### src/hw/rtl/pci_pkg.sv
// Shared widths, register indexes and helpers for the PID conditional integration unit.
package pci_pkg;

  // Operand width of the shared multiplier (Q16.16 plus headroom for unsigned operands)
  localparam int unsigned MulW     = 33;
  localparam int unsigned ProdW    = 2 * MulW;
  // Divider: dividend is |difference| << 16, divisor is the sample interval
  localparam int unsigned DivNumW  = 48;
  localparam int unsigned DivDenW  = 16;
  localparam int unsigned DivCntW  = 6;

  // Configuration register indexes
  localparam logic [2:0] RegGainP   = 3'd0;
  localparam logic [2:0] RegGainI   = 3'd1;
  localparam logic [2:0] RegGainD   = 3'd2;
  localparam logic [2:0] RegFloor   = 3'd3;
  localparam logic [2:0] RegCeil    = 3'd4;
  localparam logic [2:0] RegLimits  = 3'd5;
  localparam logic [2:0] RegDeadZn  = 3'd6;
  localparam logic [2:0] RegWeight  = 3'd7;

  localparam logic [16:0] OneQ16 = 17'd65536;

  // Divider handshake toward the sequencer
  typedef struct packed {
    logic busy;
    logic done;
  } div_status_t;

  // Saturate a wide signed value to signed 32 bits
  function automatic logic signed [31:0] sat32(input logic signed [ProdW-1:0] x);
    logic signed [ProdW-1:0] hi;
    logic signed [ProdW-1:0] lo;
    begin
      hi = ProdW'(32'sh7FFF_FFFF);
      lo = -ProdW'(33'sh0_8000_0000);
      if (x > hi) begin
        sat32 = 32'sh7FFF_FFFF;
      end else if (x < lo) begin
        sat32 = 32'sh8000_0000;
      end else begin
        sat32 = x[31:0];
      end
    end
  endfunction

endpackage

### src/hw/rtl/pci_mul.sv
// Shared signed multiplier with registered product.
module pci_mul
  import pci_pkg::*;
(
  input  logic                    clk_i,
  input  logic signed [MulW-1:0]  a_i,
  input  logic signed [MulW-1:0]  b_i,
  output logic signed [ProdW-1:0] prod_o
);

  logic signed [ProdW-1:0] prod_q;

  // One product per cycle, available the cycle after issue
  always_ff @(posedge clk_i) begin
    prod_q <= a_i * b_i;
  end

  assign prod_o = prod_q;

endmodule

### config.mk
export PLATFORM = sky130hd
export DESIGN_NAME = pci_mul
export DESIGN_NICKNAME = d
export VERILOG_FILES = /design/src/hw/rtl/pci_pkg.sv /design/src/hw/rtl/pci_mul.sv
export SDC_FILE = /design/constraint.sdc
export NUM_CORES = 2
export LEC_CHECK = 0
export BUFFER_PORTS_ARGS = -buffer_cell sky130_fd_sc_hd__buf_2
export CELL_PAD_IN_SITES_DETAIL_PLACEMENT = 1
export CELL_PAD_IN_SITES_GLOBAL_PLACEMENT = 2
export CORE_MARGIN = 3
export CORE_UTILIZATION = 46
export DETAILED_ROUTE_END_ITERATION = 12
export GPL_TIMING_DRIVEN = 0
export PLACE_DENSITY_LB_ADDON = 0.25
export SLEW_MARGIN = 40
export SYNTH_ARGS = -nofsm -noshare
export SYNTH_HDL_FRONTEND = slang
export SYNTH_SLANG_ARGS = --single-unit
### constraint.sdc
create_clock -name clk_i -period 14.6 [get_ports clk_i]
set_input_delay 0.73 -clock clk_i [delete_from_list [all_inputs] [get_ports clk_i]]
set_output_delay 0.73 -clock clk_i [all_outputs]
set_load 0.03 [all_outputs]
==> flow_summary.ini <==
[timing]
rsz0062_at_grt = no
fin_ws_ns = 5.566
fin_crit_ns = 9.034
maxSlewViolCount = 0
finalHoldViolations = 0
relSlewSlack_pct = 38.18
period_share_pct = 61.88
setup-tns-final_ns = 0
max_freq_ghz = 0.1107
setup_viol = 0
worst_slew_pin_slew_ns = 0.9273

[clocking]
numCtsBuffers = 9
h-tree-depth = 3
cts-hold-fix-buffers = 0
cts_root_buffer = clkbuf_16
clock_path_buffers = 2
ctsResizeCount = 0
tritoncts = built
cts_sinks = 66
clk_pin_slew_ns = 0.08
post-cts-setup-buffers = 0

[global_routing]
grt_pass1_vias = 34230
grt_pass1_wl_mm = 232.1
antenna_found_initial = 31
grt_max_degree = 27
grt_overflow = 0
grtUsageTotal_pct = 35.53

[final_layout]
instances_no_fill = 5657
post-route-util_pct = 49.50
fin_nets = 5911
largest_register_ffs = 66
fillers = 10280
area.growth.synth_to_final_pct = 6.079
layout_commonest_cell = fa_1
final_cell_mix = fa_1 (1,143), inv_1 (1,131), and2_1 (562)
drive_above_1_share_pct = 4.613

[setup_path]
crit_top_cell = fa_1
required_ns = 14.92
path_class = in -> reg
arrival_ns = 9.35
slowest_stage = fa_2
critPathMaxFanout = 17
endpoint_kind = flip-flop
cp-start-kind = primary input
cp_slowest_stage_delay_ns = 0.90

[floorplanning]
die_y_um = 303.6
ios = 133
die_area_sq_um = 92160
die_w_um = 303.6
core_area_sq_um = 87290
start_util_pct = 46.66
num_rows = 108

[hold_path]
hp-class = in -> reg

[yosys]
synthesis.nets = 5767
ys_types = 80
synth_area_leaders = fa_1 (56%), inv_1 (10%), and2_1 (8.6%)
synth_edf_count = 0
ys_seq_area_share_pct = 3.244
syn_area_sq_um = 40730
yosys_most_used_dff = dfxtp_1
yosys.area.top_type = fa_1
yosys.area.top_type_share_pct = 56.27
postSynthCellCount = 4338
yosysWarnings = 0
async_reset_ff_share_pct = 0
syn_area_per_cell_sq_um = 9.390
ys_seq_elements = 66

[detailed_routing]
drc_errors = 0
vias_per_cell = 5.466
dr.pass1.iters = 7
wl_per_cell_um = 27.58
drt-total-wl_mm = 156.0
detail-route-antenna-nets = 0
drt_iter0_drc = 2316
via_count = 30920

[status]
status = finished clean

[placed_design]
place.gp.congestion = 1.037
io_buffer_count = 132
hpwl_mm = 140.1
place_inst = 5626
pre_cts_slack_ns = 5.101

[run]
cap_violations = 0
## cells by family (layout without fill, tap and decap cells)
kind of cell,count (synthesis),in the layout,synth area share (%)
adders and majority gates,1362,1362,62.94
buffers and inverters,1352,1501,12.51
xor gates and xnor gates,68,68,1.462
AOI/OAI and AO/OA,219,219,4.067
DFF,66,66,3.244
and+or+nand+nor,1271,1271,15.78
other,0,15,0
## stage by stage
step                area (sq um)  hold slack, ns
finish                     43210          0.7329
global placement           42840           1.145
global route               43180          0.7231
detailed placement         42860           1.140
floorplan                  40730          0.8573
CTS                        43170          0.7034
## cell usage after synthesis, drive strengths merged (5+ instances only)
cell type and n:
xor2 25, nor3 7, a211o 6, a211oi 11, o31ai 7, dfxtp 66, o21ai 33, ha 217
fa 1145, o21bai 11, nor2b 5, clkbuf 208, buf 13, nor2 68, xnor2 43, and3 6
a31oi 9, nand2 551, nand2b 12, a21o 38, and2 563, o211ai 5, nand4 12, inv 1131
o21a 6, nand3 26, and4 5, a21oi 61
## path summary, 6_finish.rpt
path / to / startpoint / cells after the start / slack [ns]
max: prod_o[58] / b_i[7] / 26 / 5.57
min: prod_o[0] / a_i[0] / 2 / 0.73
## worst max-delay path: cells and delay by family
family | cells | cell delay, ns
fa+ha+maj | 9 | 4.83
simple gates | 5 | 1.02
buf+inv | 8 | 1.70
compound gates | 4 | 1.03
## metal layers
| layer | GRT usage [%] | part of all wire, % |
|---|---|---|
| met1 | 45.41 | 38 |
| met2 | 55.30 | 46 |
| met3 | 9.282 | 9.5 |
| met4 | 19.50 | 6.7 |
| met5 | 0 | 0.094 |
## layout make-up
type	instances	area, sq um	area share [%]
Antenna cell	15	37.54	0.08687
Buffer	221	859.6	1.989
Clock buffer	9	225.2	0.5212
Clock inverter	7	82.58	0.1911
Inverter	1131	4245	9.825
Multi-Input combinational cell	2920	34320	79.43
Sequential cell	66	1321	3.058
Tap cell	1155	1445	3.344
Timing Repair Buffer	133	671.9	1.555
Power is left out: the tool's default activity adds up to more than one toggle a clock period on the data nets, which glitch-free logic cannot reach.
