--- config.mk ---
export PLATFORM = sky130hd
export DESIGN_NAME = pci_div
export DESIGN_NICKNAME = d
export VERILOG_FILES = /design/src/hw/rtl/pci_pkg.sv /design/src/hw/rtl/pci_div.sv
export SDC_FILE = /design/constraint.sdc
export NUM_CORES = 1
export LEC_CHECK = 0
export ABC_AREA = 1
export CORE_MARGIN = 3
export CORE_UTILIZATION = 60
export CTS_CLUSTER_DIAMETER = 100
export DETAILED_ROUTE_END_ITERATION = 8
export DONT_BUFFER_PORTS = 1
export GPL_TIMING_DRIVEN = 0
export PLACE_DENSITY = 0.78
export SLEW_MARGIN = 15
export SYNTH_ARGS = -nofsm -noshare
export SYNTH_HDL_FRONTEND = slang
export SYNTH_SLANG_ARGS = --single-unit
--- constraint.sdc ---
create_clock -name clk_i -period 3.3 [get_ports clk_i]
set_clock_uncertainty 0.1 [all_clocks]
set_input_delay 0.495 -clock clk_i [delete_from_list [all_inputs] [get_ports clk_i]]
set_output_delay 0.495 -clock clk_i [all_outputs]
set_load 0.1 [all_outputs]
--- src/hw/rtl/pci_pkg.sv ---
// Shared widths, register indexes and helpers for the PID conditional integration unit.
package pci_pkg;

  // Operand width of the shared multiplier (Q16.16 plus headroom for unsigned operands)
  localparam int unsigned MulW     = 33;
  localparam int unsigned ProdW    = 2 * MulW;
  // Divider: dividend is |difference| << 16, divisor is the sample interval
  localparam int unsigned DivNumW  = 48;
  localparam int unsigned DivDenW  = 16;
  localparam int unsigned DivCntW  = 6;

  // Configuration register indexes
  localparam logic [2:0] RegGainP   = 3'd0;
  localparam logic [2:0] RegGainI   = 3'd1;
  localparam logic [2:0] RegGainD   = 3'd2;
  localparam logic [2:0] RegFloor   = 3'd3;
  localparam logic [2:0] RegCeil    = 3'd4;
  localparam logic [2:0] RegLimits  = 3'd5;
  localparam logic [2:0] RegDeadZn  = 3'd6;
  localparam logic [2:0] RegWeight  = 3'd7;

  localparam logic [16:0] OneQ16 = 17'd65536;

  // Divider handshake toward the sequencer
  typedef struct packed {
    logic busy;
    logic done;
  } div_status_t;

  // Saturate a wide signed value to signed 32 bits
  function automatic logic signed [31:0] sat32(input logic signed [ProdW-1:0] x);
    logic signed [ProdW-1:0] hi;
    logic signed [ProdW-1:0] lo;
    begin
      hi = ProdW'(32'sh7FFF_FFFF);
      lo = -ProdW'(33'sh0_8000_0000);
      if (x > hi) begin
        sat32 = 32'sh7FFF_FFFF;
      end else if (x < lo) begin
        sat32 = 32'sh8000_0000;
      end else begin
        sat32 = x[31:0];
      end
    end
  endfunction

endpackage

--- src/hw/rtl/pci_div.sv ---
// Restoring unsigned divider, one quotient bit per cycle.
module pci_div
  import pci_pkg::*;
(
  input  logic               clk_i,
  input  logic               rst_ni,
  input  logic               start_i,
  input  logic [DivNumW-1:0] num_i,
  input  logic [DivDenW-1:0] den_i,
  output div_status_t        stat_o,
  output logic [DivNumW-1:0] quot_o
);

  logic [DivCntW-1:0]  cnt_q, cnt_d;
  logic                busy_q, busy_d;
  logic                done_q, done_d;
  logic [DivNumW-1:0]  quot_q, quot_d;
  logic [DivDenW:0]    rem_q, rem_d;
  logic [DivDenW-1:0]  den_q, den_d;
  logic [DivDenW:0]    rem_sh;

  // Shift in the next dividend bit, subtract when it fits
  always_comb begin
    cnt_d  = cnt_q;
    busy_d = busy_q;
    done_d = 1'b0;
    quot_d = quot_q;
    rem_d  = rem_q;
    den_d  = den_q;
    rem_sh = {rem_q[DivDenW-1:0], quot_q[DivNumW-1]};
    if (start_i) begin
      busy_d = 1'b1;
      cnt_d  = DivCntW'(DivNumW);
      quot_d = num_i;
      rem_d  = '0;
      den_d  = den_i;
    end else if (busy_q) begin
      quot_d = {quot_q[DivNumW-2:0], 1'b0};
      if (rem_sh >= {1'b0, den_q}) begin
        rem_d     = rem_sh - {1'b0, den_q};
        quot_d[0] = 1'b1;
      end else begin
        rem_d = rem_sh;
      end
      cnt_d = cnt_q - 1'b1;
      if (cnt_q == DivCntW'(1)) begin
        busy_d = 1'b0;
        done_d = 1'b1;
      end
    end
  end

  always_ff @(posedge clk_i or negedge rst_ni) begin
    if (!rst_ni) begin
      cnt_q  <= '0;
      busy_q <= 1'b0;
      done_q <= 1'b0;
    end else begin
      cnt_q  <= cnt_d;
      busy_q <= busy_d;
      done_q <= done_d;
    end
  end

  always_ff @(posedge clk_i) begin
    quot_q <= quot_d;
    rem_q  <= rem_d;
    den_q  <= den_d;
  end

  assign stat_o = '{busy: busy_q, done: done_q};
  assign quot_o = quot_q;

endmodule

==> reports/qor.yml, run 1 <==
status:
  status: "completed"
critical_path:
  worstSetupStartpointType: "flop"
  cp-end-kind: "flop"
  cp.arrival_ps: 3240
  r2r_start: "quot_o[47]$_DFFE_PP_"
  crit_fanout: 4
  path_class: "flop to flop"
  reg2reg_depth: 11
  regToRegSetupSlack_ps: 230
  r2r-end: "rem_q[14]$_SDFFE_PP0P_"
  critPathRequiredTime_ps: 3470
cts:
  htreeDepth: 3
  clk_pin_slew_worst_paths_ps: 100
  tritoncts: "built"
  cts_buffers: 9
  cts_hold_buf: 1
  cts_resized: 0
  postCtsSetupRepairBufs: 0
  cts-root-buf: "clkbuf_8"
  clk_latency_ps: 360
  clock_path_buffers: 2
  cts_sinks: 88
sta:
  hold_viol: 0
  setup_tns_ps: 0
  setup_violations: 0
  fin_crit_ps: 3074
  relSlewSlack_pct: 34.65
  tightest_slew_ps: 980.3
  fmax_ghz: 0.3253
  drv_slew: 0
  min_period_over_period_pct: 93.15
  rsz0062_at_grt: "no"
yosys:
  syn_nets: 669
  yosys.area_share.simple_pct: 30.44
  synth.area.mux_share_pct: 0
  synthAdderAreaFrac_pct: 5.166
  yosysWarnings: 0
  yosys.area.top_type: "edfxtp_1"
  synth-xor-area-share_pct: 1.292
  synth_top_family_by_area: "simple AND/OR/NAND/NOR gates"
  yosysSeqAreaShare_pct: 51.45
  yosysTopAreaCellShare_pct: 40.48
  synth.distinct_cells: 34
  synthCells: 583
  synth_area_mm2: 0.004747
  syn_avg_cell_area_um2: 8.142
  synth_compound_area_share_pct: 3.769
  yosys-top-cells-area: "edfxtp_1 40%, nand2_1 21%, dfxtp_1 6.7%"
  ys_ff_latch: 88
global_route:
  grt_overflow: 0
  grt_pass1_wl_mm: 17.88
  grt_pass1_vias: 3712
  grt_max_degree: 36
  grt_use_total_pct: 25.94
  antenna_found_initial: 0
route:
  ant_nets: 0
  vias: 3772
  first_pass_iters: 4
  wl_per_cell_um: 15.48
  avgViaCountPerCell: 5.389
  drt-initial-drc-count: 190
  drc: 0
  drt_wl_total_mm: 10.83
die:
  pin_count: 117
  die_w_um: 94.95
  die-area_mm2: 0.009016
  rows: 31
  initial_core_util_pct: 63.74
  fp.dieH_um: 94.95
  core-area_mm2: 0.007447
place:
  dp_hpwl_mm: 8.030
  io_buffers: 0
  routabilityCongestion: 0.9827
hold_path:
  min_path_type: "primary input to flop"
  worstHoldStart: "den_i[11]"
  whs_path_depth: 0
  holdPathEnd: "den_q[11]$_DFFE_PP_"
power:
  powerDensity_mw_per_mm2: 825.8
  peakVddDrop_mv: 0.4332
  cellLeakagePower_nw: 2.555
finish:
  drive_above_1_share_pct: 6.489
  final_net_count: 682
  fillers: 645
  final_util_pct: 68.55
  n_antenna_cell: 0
  syn2layout_area_growth_pct: 7.538
job:
  cap_viol_max_count: 0
==> worst max-delay path by stage <==
stage	from	depth (start not counted)	slack (ps)	endpoint
after floorplan	start_i	3	570	quot_o[0]$_DFFE_PP_
final	quot_o[47]$_DFFE_PP_	11	230	rem_q[14]$_SDFFE_PP0P_
after CTS	quot_o[47]$_DFFE_PP_	11	240	rem_q[14]$_SDFFE_PP0P_
after global routing	quot_o[47]$_DFFE_PP_	11	10	rem_q[14]$_SDFFE_PP0P_
after detailed placement	quot_o[47]$_DFFE_PP_	11	260	rem_q[14]$_SDFFE_PP0P_
after global placement	start_i	3	-320	quot_o[37]$_DFFE_PP_
==> synth_stat cells <==
master,count
nor3_1,4
a21oi_2,2
inv_2,1
o22ai_1,1
clkbuf_1,9
nor2_4,1
nand2_4,2
nor2_2,4
nor2_1,21
o21ai_2,1
nand4_1,4
o21bai_1,1
a31oi_1,1
o21ai_0,13
nand3b_1,8
xnor2_1,4
ha_1,18
buf_2,2
a21oi_1,12
inv_1,72
o21a_1,1
nand3_1,36
xor2_1,3
buf_8,1
buf_4,4
dfxtp_1,16
fa_1,1
buf_1,1
dfrtp_1,8
nand3_2,4
clkinv_1,2
nand2_1,260
nor4_1,1
edfxtp_1,64
==> power by group <==
| part | internal [mW] | switching [mW] |
|---|---|---|
| clock network | 0.363 | 0.413 |
| registers | 1.38 | 0.560 |
| logic | 0.560 | 0.942 |
==> cells in the final DEF (no fill, tap or decap), types with 2 or more instances in the layout <==
| cell type | n |
|---|---|
| xnor2_1 | 4 |
| nand3_2 | 4 |
| clkbuf_8 | 9 |
| dfxtp_1 | 16 |
| inv_1 | 72 |
| nor2_2 | 4 |
| nand3_1 | 36 |
| nand2_4 | 2 |
| nand4_1 | 4 |
| a21oi_2 | 2 |
| buf_2 | 2 |
| xor2_1 | 3 |
| clkbuf_1 | 10 |
| buf_4 | 4 |
| a21oi_1 | 12 |
| edfxtp_1 | 64 |
| nand2_1 | 260 |
| nor3_1 | 4 |
| nor2_1 | 21 |
| inv_6 | 2 |
| dfrtp_1 | 8 |
| nand3b_1 | 8 |
| ha_1 | 18 |
| o21ai_0 | 13 |
==> flip-flops by register name (all words and copies together) (netlist names) <==
name,count
quot_o,48
den_q,16
rem_q,16
cnt_q,6
busy_q,1
done_q,1
==> worst max-delay path, stage by stage, from the launching register on <==
cell and delay (ps):
edfxtp_1 980, inv_1 190, ha_1 290, fa_1 440, nor2_1 130, nor2_1 90
o21ai_0 310, nand2_1 160, nand3_1 130, nand3_2 70, nand2_1 60, nand2_1 40
==> metal layers <==
layer	vias to the layer above	global-route usage (%)	wire, µm
met5	-	0	0
met2	136	43.45	5365
met1	1735	31.68	4296
met4	0	10.70	351
met3	26	7.012	820
li1	1875	-	-
==> layout make-up <==
type | count | area [µm²] | share of cell area [%]
multi-input cells | 403 | 1931 | 37.82
flip-flops and latches | 88 | 2442 | 47.84
inverters | 75 | 282.8 | 5.539
clock buffers | 10 | 127.6 | 2.500
well taps | 99 | 123.9 | 2.426
repair buffers | 2 | 30.03 | 0.5882
plain buffers | 17 | 92.59 | 1.814
clock inverters | 6 | 75.07 | 1.471
==> cells by family after synthesis <==
kind of cell	after synthesis
compound gates	32
simple gates	345
buf+inv	92
flops	88
xor+xnor	7
fa+ha+maj	19
==> stage by stage <==
step           total power, mW  cells  instance area, µm²  hold slack, ps  worst slack [ps]
2_1_floorplan            3.117    583                4747           99.41             570.2
3_3_place_gp             3.394    682                4871           99.78            -324.5
3_5_place_dp             3.440    683                4892           99.82             263.6
4_1_cts                  4.220    700                5105           108.1             238.7
5_1_grt                  4.523    700                5105           99.64             11.18
6_report                 4.216    700                5105           123.9             226.2
Note: power is estimated with default switching activity, not from simulation.
==> run 2: changes to the inputs <==
--- a/config.mk
+++ b/config.mk
@@ -6,6 +6,7 @@
 export NUM_CORES = 1
 export LEC_CHECK = 0
 export ABC_AREA = 1
+export ABC_CLOCK_PERIOD_IN_PS = 3300
 export CORE_MARGIN = 3
 export CORE_UTILIZATION = 60
 export CTS_CLUSTER_DIAMETER = 100
@@ -13,6 +14,7 @@
 export DONT_BUFFER_PORTS = 1
 export GPL_TIMING_DRIVEN = 0
 export PLACE_DENSITY = 0.78
+export SETUP_SLACK_MARGIN = 0.4
 export SLEW_MARGIN = 15
 export SYNTH_ARGS = -nofsm -noshare
 export SYNTH_HDL_FRONTEND = slang
==> run 2 against run 1 <==
Effect of this change:
- setup slack improved by 350 ps
- core utilization is 0.084 points higher
- critical endpoint unchanged
- die area unchanged
- non-clock buffer count unchanged
- first-iteration DRC count increased by 2.6%
- cell count is the same
- routed wire length up 0.22%
- hold slack worse by 1.8 ps
- via count up 0.27%
- largest power group unchanged
- critical path type unchanged
- design area rose by 0.12%
- global-route usage barely moved
- largest cell class unchanged
- power grew 0.26%
==> reports/qor.yml, run 2 (synthesized netlist as in run 1, its figures left out) <==
route:
  wl_per_cell_um: 15.51  # +0.22%
  drt_wl_total_mm: 10.86  # +0.22%
  drc: 0  # unchanged
  avgViaCountPerCell: 5.403  # +0.27%
  ant_nets: 0  # unchanged
  first_pass_iters: 4  # unchanged
  vias: 3782  # +0.27%
  drt-initial-drc-count: 195  # +2.6%
place:
  io_buffers: 0  # unchanged
  placedInstanceArea_mm2: 0.004892  # unchanged
  dp_hpwl_mm: 8.030  # unchanged
  place_inst: 683  # unchanged
  dp_slack_ps: 263.6  # unchanged
  routabilityCongestion: 0.9827  # unchanged
finish:
  n_antenna_cell: 0  # unchanged
  final_util_pct: 68.63  # +0.084 points
  fillers: 648  # +0.47%
  largest_register_ffs: 48  # unchanged
  seqCellArea_mm2: 0.002442  # unchanged
  multiInputGateArea_mm2: 0.001937  # +0.32%
  fin_cells: 700  # unchanged
  final_cell_mix: "260 x nand2_1, 71 x inv_1, 64 x edfxtp_1"
  final_common_cell: "nand2_1"
  final_cell_area_mm2: 0.005111  # +0.12%
  final_net_count: 682  # unchanged
  drive_above_1_share_pct: 6.988  # +0.50 points
  syn2layout_area_growth_pct: 7.670
cts:
  cts_sinks: 88  # unchanged
  clock_path_buffers: 2  # unchanged
  tritoncts: "built"
  htreeDepth: 3  # unchanged
  postCtsSetupRepairBufs: 0  # unchanged
  cts_buffers: 9  # unchanged
  cts-root-buf: "clkbuf_8"
  clk_pin_slew_worst_paths_ps: 100  # about the same
  clk_latency_ps: 360  # about the same
global_route:
  antenna_found_initial: 0  # unchanged
  grt_max_degree: 36  # unchanged
  grt_pass1_vias: 3708  # -0.11%
  grt_pass1_wl_mm: 17.88  # unchanged
  grt_use_total_pct: 25.95  # about the same
  grt_overflow: 0  # unchanged
sta:
  setup_tns_ps: 0  # unchanged
  hold_viol: 0  # unchanged
  drv_slew: 0  # unchanged
  fin_crit_ps: 2722  # -352.1 ps
  rsz0062_at_grt: "no"
  setup_violations: 0  # unchanged
  tightest_slew_ps: 980.3  # +0.004113 ps
  fmax_ghz: 0.3674  # +13%
  finalWorstSetupSlack_ps: 578.2  # +352.1 ps
  relSlewSlack_pct: 34.65  # about the same
  min_period_over_period_pct: 82.48  # -11 points
  fin_hold_ws_ps: 122.2  # -1.760 ps
critical_path:
  worstSetupStartpointType: "flop"
  r2r_start: "quot_o[47]$_DFFE_PP_"
  cp-end-kind: "flop"
  path_class: "flop to flop"
  cp.arrival_ps: 2890  # -350 ps
  r2r-end: "rem_q[14]$_SDFFE_PP0P_"
  crit_fanout: 4  # unchanged
  reg2reg_depth: 11  # unchanged
  regToRegSetupSlack_ps: 580  # +350 ps
  critPathRequiredTime_ps: 3470  # about the same
hold_path:
  worstHoldStart: "den_i[11]"
  whs_path_depth: 0  # unchanged
  min_path_type: "primary input to flop"
  holdPathEnd: "den_q[11]$_DFFE_PP_"
status:
  status: "completed"
die:
  die-area_mm2: 0.009016  # unchanged
  pin_count: 117  # unchanged
  rows: 31  # unchanged
  initial_core_util_pct: 63.74  # unchanged
  core-area_mm2: 0.007447  # unchanged
  die_w_um: 94.95  # unchanged
  fp.dieH_um: 94.95  # unchanged
job:
  cap_viol_max_count: 0  # unchanged
power:
  peakVddDrop_mv: 0.4329  # about the same
  cellLeakagePower_nw: 2.555  # about the same
  power_mw: 4.227  # +0.26%
  powerDensity_mw_per_mm2: 827.0  # +0.14%
-- run 2: cell type report --
cell class | count | area share [%]
inverter | 75 | 5.532
clock buffer | 10 | 2.497
sequential | 88 | 47.78
multi-input combinational | 403 | 37.89
timing repair buffer | 2 | 0.5875
buffer | 17 | 1.812
clock inverter | 6 | 1.469
tap | 99 | 2.424
-- run 2: worst max-delay path by stage --
stage                                    start                      to  slack, ps  cells after the start
final                     quot_o[47]$_DFFE_PP_  rem_q[14]$_SDFFE_PP0P_        580                     11
after floorplan                        start_i     quot_o[0]$_DFFE_PP_        570                      3
after global placement                 start_i    quot_o[37]$_DFFE_PP_       -320                      3
after CTS                 quot_o[47]$_DFFE_PP_  rem_q[14]$_SDFFE_PP0P_        450                     11
after detailed placement  quot_o[47]$_DFFE_PP_  rem_q[14]$_SDFFE_PP0P_        260                     11
after global routing      quot_o[47]$_DFFE_PP_  rem_q[14]$_SDFFE_PP0P_        410                     11
-- run 2: worst max-delay path: stages, from the launching register on --
cell and delay [ps]:
edfxtp_1 990, inv_2 100, ha_1 270, fa_2 380, nor2_1 120, nor2_1 100, o21ai_2 170, nand2_1 120
nand3_1 110, nand3_2 70, nand2_1 60, nand2_1 40
-- run 2: where the power goes --
group | leakage (nW) | switching (mW) | internal, mW
sequential | 0.910 | 0.560 | 1.38
combinational | 1.55 | 0.948 | 0.564
clock | 0.0994 | 0.414 | 0.363
-- run 2: timing repair --
action / CTS / global route
hold buffers: 1 / 0
endpoints found under the hold margin: 8 / 0
endpoints found under the setup margin: 2 / 2
gates resized for setup: 2 / 2
-- run 2: routing by layer --
layer | global-route usage (%) | share of wire [%] | vias up
met1 | 31.73 | 40 | 1743
met4 | 10.70 | 3.2 | 0
li1 | - | - | 1874
met3 | 7.012 | 7.5 | 24
met2 | 43.45 | 50 | 141
met5 | 0 | 0 | -
